$ cat src/hw/rtl/brsc_pkg.sv
// Shared types, constants and helper functions for the Banker's safety check block.
package brsc_pkg;

    localparam int MAX_PROCESSES = 8;
    localparam int MAX_RESOURCES = 8;
    localparam int PIDX_W        = $clog2(MAX_PROCESSES);
    localparam int RIDX_W        = $clog2(MAX_RESOURCES);
    localparam int CELLS         = MAX_PROCESSES * MAX_RESOURCES;
    localparam int CELL_W        = PIDX_W + RIDX_W;
    localparam int UNIT_W        = 16;
    localparam int CNT_W         = 4;

    localparam logic [1:0] ACT_AVAIL = 2'd0;
    localparam logic [1:0] ACT_MAX   = 2'd1;
    localparam logic [1:0] ACT_HELD  = 2'd2;
    localparam logic [1:0] ACT_REQ   = 2'd3;

    localparam logic [1:0] ST_SAFE   = 2'd0;
    localparam logic [1:0] ST_CLAIM  = 2'd1;
    localparam logic [1:0] ST_AVAIL  = 2'd2;
    localparam logic [1:0] ST_UNSAFE = 2'd3;

    localparam logic REG_NUM_PROC = 1'b0;
    localparam logic REG_NUM_RES  = 1'b1;

    typedef enum logic [3:0] {
        OP_NONE,
        OP_LOAD,
        OP_READ,
        OP_CHECK,
        OP_GRANT,
        OP_WALK_INIT,
        OP_PASS,
        OP_FIT_START,
        OP_FIT,
        OP_ADD,
        OP_MARK,
        OP_ROLLBACK
    } brsc_op_t;

    typedef struct packed {
        brsc_op_t            op;
        logic [PIDX_W-1:0]   pidx;
        logic [RIDX_W-1:0]   ridx;
        logic [PIDX_W-1:0]   np_last;
    } brsc_cmd_t;

    typedef struct packed {
        logic                     claim_bad;
        logic                     avail_bad;
        logic                     fits;
        logic                     progress;
        logic                     fin_cur;
        logic                     all_fin;
        logic [MAX_PROCESSES-1:0] finish_mask;
    } brsc_stat_t;

    function automatic logic [UNIT_W-1:0] sat_add(input logic [UNIT_W-1:0] a,
                                                  input logic [UNIT_W-1:0] b);
        logic [UNIT_W:0] s;
        s = {1'b0, a} + {1'b0, b};
        return s[UNIT_W] ? {UNIT_W{1'b1}} : s[UNIT_W-1:0];
    endfunction

    // Zero counts as one; values above the storage size count as the storage size.
    function automatic logic [CNT_W-1:0] clamp_cnt(input logic [CNT_W-1:0] v,
                                                   input logic [CNT_W-1:0] top);
        logic [CNT_W-1:0] r;
        r = v;
        if (v == '0)
        begin
            r = CNT_W'(1);
        end
        else if (v > top)
        begin
            r = top;
        end
        return r;
    endfunction

endpackage

$ cat src/hw/rtl/brsc_datapath.sv
// Datapath: claim and allocation memories, vectors, and the compare/add units.
module brsc_datapath
    import brsc_pkg::*;
(
    input  logic              clk,
    input  logic              rst_n,
    input  brsc_cmd_t         cmd,
    input  logic [1:0]        action,
    input  logic [UNIT_W-1:0] amount,
    output brsc_stat_t        stat
);

    logic [UNIT_W-1:0] max_mem  [CELLS];
    logic [UNIT_W-1:0] held_mem [CELLS];
    logic [CELLS-1:0]  max_vld_reg;
    logic [CELLS-1:0]  held_vld_reg;

    logic [UNIT_W-1:0] rd_max_raw_reg;
    logic [UNIT_W-1:0] rd_held_raw_reg;
    logic              rd_max_v_reg;
    logic              rd_held_v_reg;

    logic [UNIT_W-1:0] avail_reg [MAX_RESOURCES];
    logic [UNIT_W-1:0] work_reg  [MAX_RESOURCES];
    logic [UNIT_W-1:0] req_reg   [MAX_RESOURCES];
    logic [MAX_PROCESSES-1:0] fin_reg;
    logic claim_bad_reg;
    logic avail_bad_reg;
    logic fits_reg;
    logic progress_reg;

    logic [CELL_W-1:0] addr;
    logic [UNIT_W-1:0] rd_max;
    logic [UNIT_W-1:0] rd_held;
    logic [UNIT_W-1:0] need;
    logic [UNIT_W-1:0] req_cur;
    logic [UNIT_W-1:0] avail_cur;
    logic [UNIT_W-1:0] work_cur;
    logic              max_we;
    logic              held_we;
    logic [UNIT_W-1:0] held_wd;
    logic [MAX_PROCESSES-1:0] in_use;

    assign addr      = {cmd.pidx, cmd.ridx};
    assign rd_max    = rd_max_v_reg ? rd_max_raw_reg : '0;
    assign rd_held   = rd_held_v_reg ? rd_held_raw_reg : '0;
    assign need      = (rd_max > rd_held) ? (rd_max - rd_held) : '0;
    assign req_cur   = req_reg[cmd.ridx];
    assign avail_cur = avail_reg[cmd.ridx];
    assign work_cur  = work_reg[cmd.ridx];
    assign max_we    = (cmd.op == OP_LOAD) && (action == ACT_MAX);

    always_comb
    begin
        held_we = 1'b0;
        held_wd = amount;
        unique case (cmd.op)
            OP_LOAD:
            begin
                held_we = (action == ACT_HELD);
                held_wd = amount;
            end
            OP_GRANT:
            begin
                held_we = 1'b1;
                held_wd = sat_add(rd_held, req_cur);
            end
            OP_ROLLBACK:
            begin
                held_we = 1'b1;
                held_wd = rd_held - req_cur;
            end
            default:
            begin
                held_we = 1'b0;
            end
        endcase
    end

    always_comb
    begin
        for (int i = 0; i < MAX_PROCESSES; i++)
        begin
            in_use[i] = (PIDX_W'(i) <= cmd.np_last);
        end
    end

    // Memories and request buffer hold no reset; memory entries carry valid bits instead, the request buffer has none.
    always_ff @(posedge clk)
    begin
        if (max_we)
        begin
            max_mem[addr] <= amount;
        end
        if (held_we)
        begin
            held_mem[addr] <= held_wd;
        end
        if (cmd.op == OP_READ)
        begin
            rd_max_raw_reg  <= max_mem[addr];
            rd_held_raw_reg <= held_mem[addr];
        end
        if ((cmd.op == OP_LOAD) && (action == ACT_REQ))
        begin
            req_reg[cmd.ridx] <= amount;
        end
    end

    always_ff @(posedge clk or negedge rst_n)
    begin
        if (!rst_n)
        begin
            max_vld_reg   <= '0;
            held_vld_reg  <= '0;
            rd_max_v_reg  <= 1'b0;
            rd_held_v_reg <= 1'b0;
            fin_reg       <= '0;
            claim_bad_reg <= 1'b0;
            avail_bad_reg <= 1'b0;
            fits_reg      <= 1'b0;
            progress_reg  <= 1'b0;
            for (int j = 0; j < MAX_RESOURCES; j++)
            begin
                avail_reg[j] <= '0;
                work_reg[j]  <= '0;
            end
        end
        else
        begin
            if (max_we)
            begin
                max_vld_reg[addr] <= 1'b1;
            end
            if (held_we)
            begin
                held_vld_reg[addr] <= 1'b1;
            end
            unique case (cmd.op)
                OP_LOAD:
                begin
                    claim_bad_reg <= 1'b0;
                    avail_bad_reg <= 1'b0;
                    if (action == ACT_AVAIL)
                    begin
                        avail_reg[cmd.ridx] <= amount;
                    end
                end
                OP_READ:
                begin
                    rd_max_v_reg  <= max_vld_reg[addr];
                    rd_held_v_reg <= held_vld_reg[addr];
                end
                OP_CHECK:
                begin
                    if (req_cur > need)
                    begin
                        claim_bad_reg <= 1'b1;
                    end
                    if (req_cur > avail_cur)
                    begin
                        avail_bad_reg <= 1'b1;
                    end
                end
                OP_GRANT:
                begin
                    avail_reg[cmd.ridx] <= avail_cur - req_cur;
                end
                OP_ROLLBACK:
                begin
                    avail_reg[cmd.ridx] <= avail_cur + req_cur;
                end
                OP_WALK_INIT:
                begin
                    for (int j = 0; j < MAX_RESOURCES; j++)
                    begin
                        work_reg[j] <= avail_reg[j];
                    end
                    fin_reg      <= '0;
                    progress_reg <= 1'b0;
                end
                OP_PASS:
                begin
                    progress_reg <= 1'b0;
                end
                OP_FIT_START:
                begin
                    fits_reg <= 1'b1;
                end
                OP_FIT:
                begin
                    if (need > work_cur)
                    begin
                        fits_reg <= 1'b0;
                    end
                end
                OP_ADD:
                begin
                    work_reg[cmd.ridx] <= sat_add(work_cur, rd_held);
                end
                OP_MARK:
                begin
                    fin_reg[cmd.pidx] <= 1'b1;
                    progress_reg      <= 1'b1;
                end
                default:
                begin
                end
            endcase
        end
    end

    assign stat.claim_bad   = claim_bad_reg;
    assign stat.avail_bad   = avail_bad_reg;
    assign stat.fits        = fits_reg;
    assign stat.progress    = progress_reg;
    assign stat.fin_cur     = fin_reg[cmd.pidx];
    assign stat.all_fin     = &(fin_reg | ~in_use);
    assign stat.finish_mask = fin_reg & in_use;

endmodule

$ cat src/hw/rtl/brsc_ctrl.sv
// Controller: configuration registers, sequencing state machine and result register.
module brsc_ctrl
    import brsc_pkg::*;
(
    input  logic              clk,
    input  logic              rst_n,
    input  logic              in_valid,
    output logic              in_stall,
    input  logic [1:0]        action,
    input  logic [PIDX_W-1:0] process,
    input  logic [RIDX_W-1:0] resource,
    input  logic              last,
    output logic              out_valid,
    input  logic              out_stall,
    output logic [1:0]        status,
    output logic [MAX_PROCESSES-1:0] finish_mask,
    input  logic              cfg_we,
    input  logic              cfg_index,
    input  logic [CNT_W-1:0]  cfg_data,
    output brsc_cmd_t         cmd,
    input  brsc_stat_t        stat
);

    typedef enum logic [4:0] {
        S_IDLE,
        S_CHK_RD,
        S_CHK_EX,
        S_CHK_END,
        S_GR_RD,
        S_GR_EX,
        S_WALK_INIT,
        S_P_CHK,
        S_FIT_RD,
        S_FIT_EX,
        S_FIT_END,
        S_ADD_RD,
        S_ADD_EX,
        S_MARK,
        S_P_NEXT,
        S_WALK_END,
        S_RB_RD,
        S_RB_EX,
        S_EMIT
    } state_t;

    state_t            state_reg;
    logic [CNT_W-1:0]  np_reg;
    logic [CNT_W-1:0]  nr_reg;
    logic [PIDX_W-1:0] preq_reg;
    logic [PIDX_W-1:0] pi_reg;
    logic [RIDX_W-1:0] rj_reg;
    logic [1:0]        status_reg;
    logic              out_valid_reg;
    logic [1:0]        out_status_reg;
    logic [MAX_PROCESSES-1:0] out_mask_reg;

    logic [PIDX_W-1:0] np_last;
    logic [RIDX_W-1:0] nr_last;
    logic              in_acc;
    logic              rj_end;
    logic              pi_end;

    assign np_last  = PIDX_W'(clamp_cnt(np_reg, CNT_W'(MAX_PROCESSES)) - CNT_W'(1));
    assign nr_last  = RIDX_W'(clamp_cnt(nr_reg, CNT_W'(MAX_RESOURCES)) - CNT_W'(1));
    assign in_stall = (state_reg != S_IDLE);
    assign in_acc   = in_valid && !in_stall;
    assign rj_end   = (rj_reg == nr_last);
    assign pi_end   = (pi_reg == np_last);

    always_comb
    begin
        cmd.op      = OP_NONE;
        cmd.pidx    = preq_reg;
        cmd.ridx    = rj_reg;
        cmd.np_last = np_last;
        unique case (state_reg)
            S_IDLE:
            begin
                cmd.op   = in_acc ? OP_LOAD : OP_NONE;
                cmd.pidx = process;
                cmd.ridx = resource;
            end
            S_CHK_RD, S_GR_RD, S_RB_RD: cmd.op = OP_READ;
            S_CHK_EX:    cmd.op = OP_CHECK;
            S_GR_EX:     cmd.op = OP_GRANT;
            S_RB_EX:     cmd.op = OP_ROLLBACK;
            S_WALK_INIT: cmd.op = OP_WALK_INIT;
            S_P_CHK:
            begin
                cmd.pidx = pi_reg;
                cmd.op   = OP_FIT_START;
            end
            S_FIT_RD, S_ADD_RD:
            begin
                cmd.pidx = pi_reg;
                cmd.op   = OP_READ;
            end
            S_FIT_EX:
            begin
                cmd.pidx = pi_reg;
                cmd.op   = OP_FIT;
            end
            S_ADD_EX:
            begin
                cmd.pidx = pi_reg;
                cmd.op   = OP_ADD;
            end
            S_MARK:
            begin
                cmd.pidx = pi_reg;
                cmd.op   = OP_MARK;
            end
            S_P_NEXT:
            begin
                cmd.pidx = pi_reg;
                cmd.op   = (pi_end && stat.progress) ? OP_PASS : OP_NONE;
            end
            S_FIT_END, S_CHK_END, S_WALK_END, S_EMIT: cmd.op = OP_NONE;
            default: cmd.op = OP_NONE;
        endcase
    end

    always_ff @(posedge clk or negedge rst_n)
    begin
        if (!rst_n)
        begin
            state_reg      <= S_IDLE;
            np_reg         <= CNT_W'(MAX_PROCESSES);
            nr_reg         <= CNT_W'(MAX_RESOURCES);
            preq_reg       <= '0;
            pi_reg         <= '0;
            rj_reg         <= '0;
            status_reg     <= ST_SAFE;
            out_valid_reg  <= 1'b0;
            out_status_reg <= ST_SAFE;
            out_mask_reg   <= '0;
        end
        else
        begin
            if (cfg_we)
            begin
                if (cfg_index == REG_NUM_PROC)
                begin
                    np_reg <= cfg_data;
                end
                else
                begin
                    nr_reg <= cfg_data;
                end
            end
            if (out_valid_reg && !out_stall && (state_reg != S_EMIT))
            begin
                out_valid_reg <= 1'b0;
            end
            unique case (state_reg)
                S_IDLE:
                begin
                    if (in_acc && (action == ACT_REQ) && last)
                    begin
                        preq_reg  <= process;
                        rj_reg    <= '0;
                        state_reg <= S_CHK_RD;
                    end
                end
                S_CHK_RD: state_reg <= S_CHK_EX;
                S_CHK_EX:
                begin
                    rj_reg    <= rj_reg + RIDX_W'(1);
                    state_reg <= rj_end ? S_CHK_END : S_CHK_RD;
                end
                S_CHK_END:
                begin
                    rj_reg <= '0;
                    priority if (stat.claim_bad)
                    begin
                        status_reg <= ST_CLAIM;
                        state_reg  <= S_EMIT;
                    end
                    else if (stat.avail_bad)
                    begin
                        status_reg <= ST_AVAIL;
                        state_reg  <= S_EMIT;
                    end
                    else
                    begin
                        state_reg <= S_GR_RD;
                    end
                end
                S_GR_RD: state_reg <= S_GR_EX;
                S_GR_EX:
                begin
                    rj_reg    <= rj_reg + RIDX_W'(1);
                    state_reg <= rj_end ? S_WALK_INIT : S_GR_RD;
                end
                S_WALK_INIT:
                begin
                    pi_reg    <= '0;
                    state_reg <= S_P_CHK;
                end
                S_P_CHK:
                begin
                    rj_reg    <= '0;
                    state_reg <= stat.fin_cur ? S_P_NEXT : S_FIT_RD;
                end
                S_FIT_RD: state_reg <= S_FIT_EX;
                S_FIT_EX:
                begin
                    rj_reg    <= rj_reg + RIDX_W'(1);
                    state_reg <= rj_end ? S_FIT_END : S_FIT_RD;
                end
                S_FIT_END:
                begin
                    rj_reg    <= '0;
                    state_reg <= stat.fits ? S_ADD_RD : S_P_NEXT;
                end
                S_ADD_RD: state_reg <= S_ADD_EX;
                S_ADD_EX:
                begin
                    rj_reg    <= rj_reg + RIDX_W'(1);
                    state_reg <= rj_end ? S_MARK : S_ADD_RD;
                end
                S_MARK: state_reg <= S_P_NEXT;
                S_P_NEXT:
                begin
                    priority if (!pi_end)
                    begin
                        pi_reg    <= pi_reg + PIDX_W'(1);
                        state_reg <= S_P_CHK;
                    end
                    else if (stat.progress)
                    begin
                        pi_reg    <= '0;
                        state_reg <= S_P_CHK;
                    end
                    else
                    begin
                        state_reg <= S_WALK_END;
                    end
                end
                S_WALK_END:
                begin
                    rj_reg <= '0;
                    if (stat.all_fin)
                    begin
                        status_reg <= ST_SAFE;
                        state_reg  <= S_EMIT;
                    end
                    else
                    begin
                        status_reg <= ST_UNSAFE;
                        state_reg  <= S_RB_RD;
                    end
                end
                S_RB_RD: state_reg <= S_RB_EX;
                S_RB_EX:
                begin
                    rj_reg    <= rj_reg + RIDX_W'(1);
                    state_reg <= rj_end ? S_EMIT : S_RB_RD;
                end
                S_EMIT:
                begin
                    if (!out_valid_reg || !out_stall)
                    begin
                        out_valid_reg  <= 1'b1;
                        out_status_reg <= status_reg;
                        out_mask_reg   <= ((status_reg == ST_CLAIM) || (status_reg == ST_AVAIL))
                                          ? '0 : stat.finish_mask;
                        state_reg      <= S_IDLE;
                    end
                end
                default: state_reg <= S_IDLE;
            endcase
        end
    end

    assign out_valid   = out_valid_reg;
    assign status      = out_status_reg;
    assign finish_mask = out_mask_reg;

`ifndef SYNTHESIS
    a_req_starts_check: assert property (@(posedge clk) disable iff (!rst_n)
        (in_acc && (action == ACT_REQ) && last) |=> (state_reg == S_CHK_RD))
        else $error("final request element did not start the check");

    a_claim_reject: assert property (@(posedge clk) disable iff (!rst_n)
        ((state_reg == S_CHK_END) && stat.claim_bad)
            |=> ((state_reg == S_EMIT) && (status_reg == ST_CLAIM)))
        else $error("claim violation not reported");

    a_result_from_emit: assert property (@(posedge clk) disable iff (!rst_n)
        $rose(out_valid_reg) |-> ($past(state_reg) == S_EMIT))
        else $error("result produced outside emit state");

    a_reject_mask_zero: assert property (@(posedge clk) disable iff (!rst_n)
        (out_valid_reg && ((out_status_reg == ST_CLAIM) || (out_status_reg == ST_AVAIL)))
            |-> (out_mask_reg == '0))
        else $error("rejected request shows a finish mask");
`endif

endmodule

$ cat src/hw/rtl/bankers_request_safety_check_core.sv
// Top level of the Banker's deadlock-avoidance request checker.
//
// Usage: the input channel (in_valid / in_stall) carries one request per
// accepted handshake: action 0 loads an available count, 1 a maximum claim,
// 2 an allocation, and 3 one element of a resource request. A request
// element with last set starts the check: claim and availability compare,
// tentative grant, safety walk, and rollback if the state is unsafe.
// Exactly one result then appears on the output channel (out_valid /
// out_stall) with the status and the finish mask. The sequencer handles
// one resource element at a time through the single read port of the
// claim and allocation memories, reading each element before using it.
// Input is stalled while a check runs. The result is held in an output
// register; a stalled receiver keeps it there, and the block keeps
// accepting loads meanwhile. Reset makes the available, claim and
// allocation tables read as zero, does not clear the request buffer,
// sets both counts to 8 and drops out_valid. Configuration is written
// through cfg_we / cfg_index / cfg_data; the user must write it only while
// the block is idle, as the block itself does not enforce this.
module bankers_request_safety_check_core
    import brsc_pkg::*;
(
    input  logic                     clk,
    input  logic                     rst_n,
    input  logic                     in_valid,
    output logic                     in_stall,
    input  logic [1:0]               action,
    input  logic [2:0]               process,
    input  logic [2:0]               resource,
    input  logic [15:0]              amount,
    input  logic                     last,
    output logic                     out_valid,
    input  logic                     out_stall,
    output logic [1:0]               status,
    output logic [7:0]               finish_mask,
    input  logic                     cfg_we,
    input  logic                     cfg_index,
    input  logic [3:0]               cfg_data
);

    // Command and status buses between the sequencer and the datapath.
    brsc_cmd_t  cmd;
    brsc_stat_t stat;

    brsc_ctrl u_ctrl (
        .clk         (clk),
        .rst_n       (rst_n),
        .in_valid    (in_valid),
        .in_stall    (in_stall),
        .action      (action),
        .process     (process),
        .resource    (resource),
        .last        (last),
        .out_valid   (out_valid),
        .out_stall   (out_stall),
        .status      (status),
        .finish_mask (finish_mask),
        .cfg_we      (cfg_we),
        .cfg_index   (cfg_index),
        .cfg_data    (cfg_data),
        .cmd         (cmd),
        .stat        (stat)
    );

    // The datapath owns every table; loads reach it straight from the input port.
    brsc_datapath u_datapath (
        .clk    (clk),
        .rst_n  (rst_n),
        .cmd    (cmd),
        .action (action),
        .amount (amount),
        .stat   (stat)
    );

endmodule

$ cat config.mk
export PLATFORM = sky130hd
export DESIGN_NAME = bankers_request_safety_check_core
export DESIGN_NICKNAME = d
export VERILOG_FILES = /design/src/hw/rtl/brsc_pkg.sv /design/src/hw/rtl/brsc_datapath.sv /design/src/hw/rtl/brsc_ctrl.sv /design/src/hw/rtl/bankers_request_safety_check_core.sv
export SDC_FILE = /design/constraint.sdc
export NUM_CORES = 2
export LEC_CHECK = 0
export ABC_AREA = 1
export BUFFER_PORTS_ARGS = -buffer_cell sky130_fd_sc_hd__buf_2
export CAP_MARGIN = 20
export CELL_PAD_IN_SITES_DETAIL_PLACEMENT = 0
export CELL_PAD_IN_SITES_GLOBAL_PLACEMENT = 1
export CORE_MARGIN = 4
export CORE_UTILIZATION = 55
export CTS_BUF_LIST = sky130_fd_sc_hd__clkbuf_8
export DETAILED_ROUTE_END_ITERATION = 12
export GPL_ROUTABILITY_DRIVEN = 0
export PLACE_DENSITY_LB_ADDON = 0.12
export SLEW_MARGIN = 20
export SYNTH_ARGS = -nofsm -noshare
export SYNTH_HDL_FRONTEND = slang
export SYNTH_SLANG_ARGS = --single-unit
$ cat constraint.sdc
create_clock -name clk -period 9.85 [get_ports clk]
set_input_delay 0.985 -clock clk [delete_from_list [all_inputs] [get_ports clk]]
set_output_delay 0.985 -clock clk [all_outputs]
set_load 0.01 [all_outputs]
==> impl_metrics.yaml <==
finish:
  fin_area_um2: 121000
  drive_gt1_frac: 0.119
  largestRegisters: "u_datapath.held_mem x1024, u_datapath.max_mem x1024"
  syn2layout_area_growth_pct: 10.9
  nets: 8956
  finish.utilization: 0.613
clocking:
  cts_tree: "yes"
  clockBufferDepth: 4
  post_cts_buffers: 0
  clkSlewWorstSetupHoldPaths_ps: 60
  cts_sinks: 2641
  clk_latency_ps: 1150
  cts-htree-levels: 5
  root_buffer: "clkbuf_8"
  cts_buffers: 436
route:
  drt_iter0_drc: 11738
  vias: 77268
  top_layer_used: "met5"
  ant_nets: 0
  drc: 0
  vias_per_cell: 6.57
  wl_met2_um: 164000
  wl_met3_um: 46500
  wl_met1_um: 146000
  wl_um: 376000
  first_pass_iters: 9
  wire_per_inst_um: 32.0
setup_path:
  path_class: "flip-flop to flip-flop"
  crit_required_ps: 10820
  cp_max_fo: 37
  slowest_delay_ps: 910
  reg2reg_from: "u_ctrl.state_reg[1]$_DFFE_PN0P_"
  start_kind: "flip-flop"
  end_kind: "flip-flop"
  rrSetupSlack_ps: 2610
  startpoint: "u_ctrl.state_reg[1]$_DFFE_PN0P_"
  critPathMostFrequentCell: "nand2_1"
  cp_slowest_cell: "xor2_1"
  worstPathArrival_ps: 8220
synth:
  syn_area_um2: 109000
  synth_edf_count: 2208
  ys_ff_latch: 2641
  async_flop_share: 0.164
  synth_nets: 8710
  synth_cell_types: 70
  yosysWarnings: 0
  synth_area_per_cell_um2: 12.7
  synthFlopType: "edfxtp_1"
  yosysSeqAreaShare: 0.709
  netlist_instances: 8538
sta:
  rsz0062_at_grt: "false"
  final.setup.tns_ps: 0
  clock_skew_ps: 146
  fin_crit_sh: 0.735
  fmax_mhz: 138
  setup_violations: 0
  finalHoldViolCount: 0
  slew_viol_final: 0
  tightest_slew_ps: 1170
  slew_headroom: 0.210
  post-route-min-period_ps: 7240
  fin_ws_ps: 2610
global_route:
  gr-total-overflow: 0
  grt_pass1_wl_um: 530000
  grt_pass1_vias: 72384
  track_usage: 0.360
  grt_antenna_before_repair: 13
  grt_max_degree: 144
placed_design:
  dp_slack_ps: 2470
  port_buffers: 46
  dpl.hpwl_um: 221000
  place_area_um2: 113000
floorplan:
  die_area_um2: 205000
  die_h_um: 453
  std_cell_rows: 163
  start_util: 0.553
  die_w_um: 453
  coreArea_um2: 197000
  ios: 47
run_status:
  status: "finished clean"
flow_run:
  maxCapViolations: 0
hold_path:
  hp-class: "input port to flip-flop"
  hp-start: "cfg_data[3]"
-- layout by cell type, fill, tap and decap left out, drive strengths merged, types with 41 or more instances in the layout --
cell	n
ha	131
o32ai	41
a21oi	176
nand2	1393
edfxtp	2208
clkbuf	456
o21ai	439
o22ai	95
inv	835
dfrtp	431
a221oi	116
buf	276
a22oi	816
nand4	318
nor2	412
nand3	326
clkinv	149
or2	115
-- critical path, delay by kind of cell (launching register included) --
kind / cells / cell delay (ps)
adders and majority gates: 1 / 340
buffers and inverters: 4 / 1480
xor gates and xnor gates: 1 / 910
DFF: 1 / 500
AOI/OAI and AO/OA: 5 / 850
and+or+nand+nor: 17 / 2940
-- final cells by class --
class                           count  area [um^2]
Clock buffer                      456         6280
Tap cell                         2640         3300
Clock inverter                    307         1450
Fill cell                       15562        76200
Multi-Input combinational cell   4735        27800
Sequential cell                  2641        77100
Antenna cell                        7         17.5
Timing Repair Buffer              277         2090
Inverter                          693         2640
-- path summary, 6_finish.rpt --
check,end,depth (start not counted)
setup / recovery,u_datapath.avail_reg[92]$_DFFE_PN0P_,28
hold / removal,u_ctrl.np_reg[3]$_DFFE_PN1P_,3
setup reg to reg,u_datapath.avail_reg[92]$_DFFE_PN0P_,28
hold reg to reg,u_datapath.held_vld_reg[59]$_DFFE_PN0P_,2
max in group asynchronous,u_datapath.held_vld_reg[35]$_DFFE_PN0P_,3
min in group asynchronous,u_ctrl.np_reg[2]$_DFFE_PN0P_,2
-- metrics by stage --
stage / cells / hold slack, ps
detailed placement: 10985 / 445
global placement: 10982 / 438
CTS: 11749 / 44.8
floorplan: 8538 / 427
finish: 11756 / 117
global route: 11752 / 103
-- metal layers --
layer,vias up,GRT usage
li1,32260,-
met1,38510,0.517
met2,5475,0.528
met3,1005,0.0830
met4,18,0.161
met5,-,0
-- timing repair --
action / in CTS / in global routing
hold endpoints to repair: 80 / 0
resized for setup: 0 / 0
hold buffers: 1 / 0
-- synth_stat cells (95+ instances only) --
cell type,n,area share
a21oi_1,173,0.0080
o22ai_1,95,0.0055
ha_1,131,0.015
edfxtp_1,2208,0.61
nand4_1,318,0.018
a221oi_1,116,0.0093
dfrtp_1,431,0.099
nand3_1,320,0.015
nor2_1,398,0.014
nand2_1,1384,0.048
inv_1,662,0.023
o21ai_0,436,0.020
clkbuf_1,201,0.0069
buf_2,203,0.0093
a22oi_1,816,0.056
-- cells by family (layout without fill, tap and decap cells) --
family,count (synthesis),after routing,synth area share
buffers and inverters,1162,1733,0.0429
other,0,7,0
flip-flops,2641,2641,0.709
adder cells (fa/ha/maj),137,137,0.0162
AO/OA/AOI/OAI,1923,1923,0.122
XOR/XNOR,47,47,0.00378
AND/OR/NAND/NOR,2628,2628,0.107
Power is not shown: default switching activity piles up to over one toggle a cycle in this logic, so the estimate is an artifact.
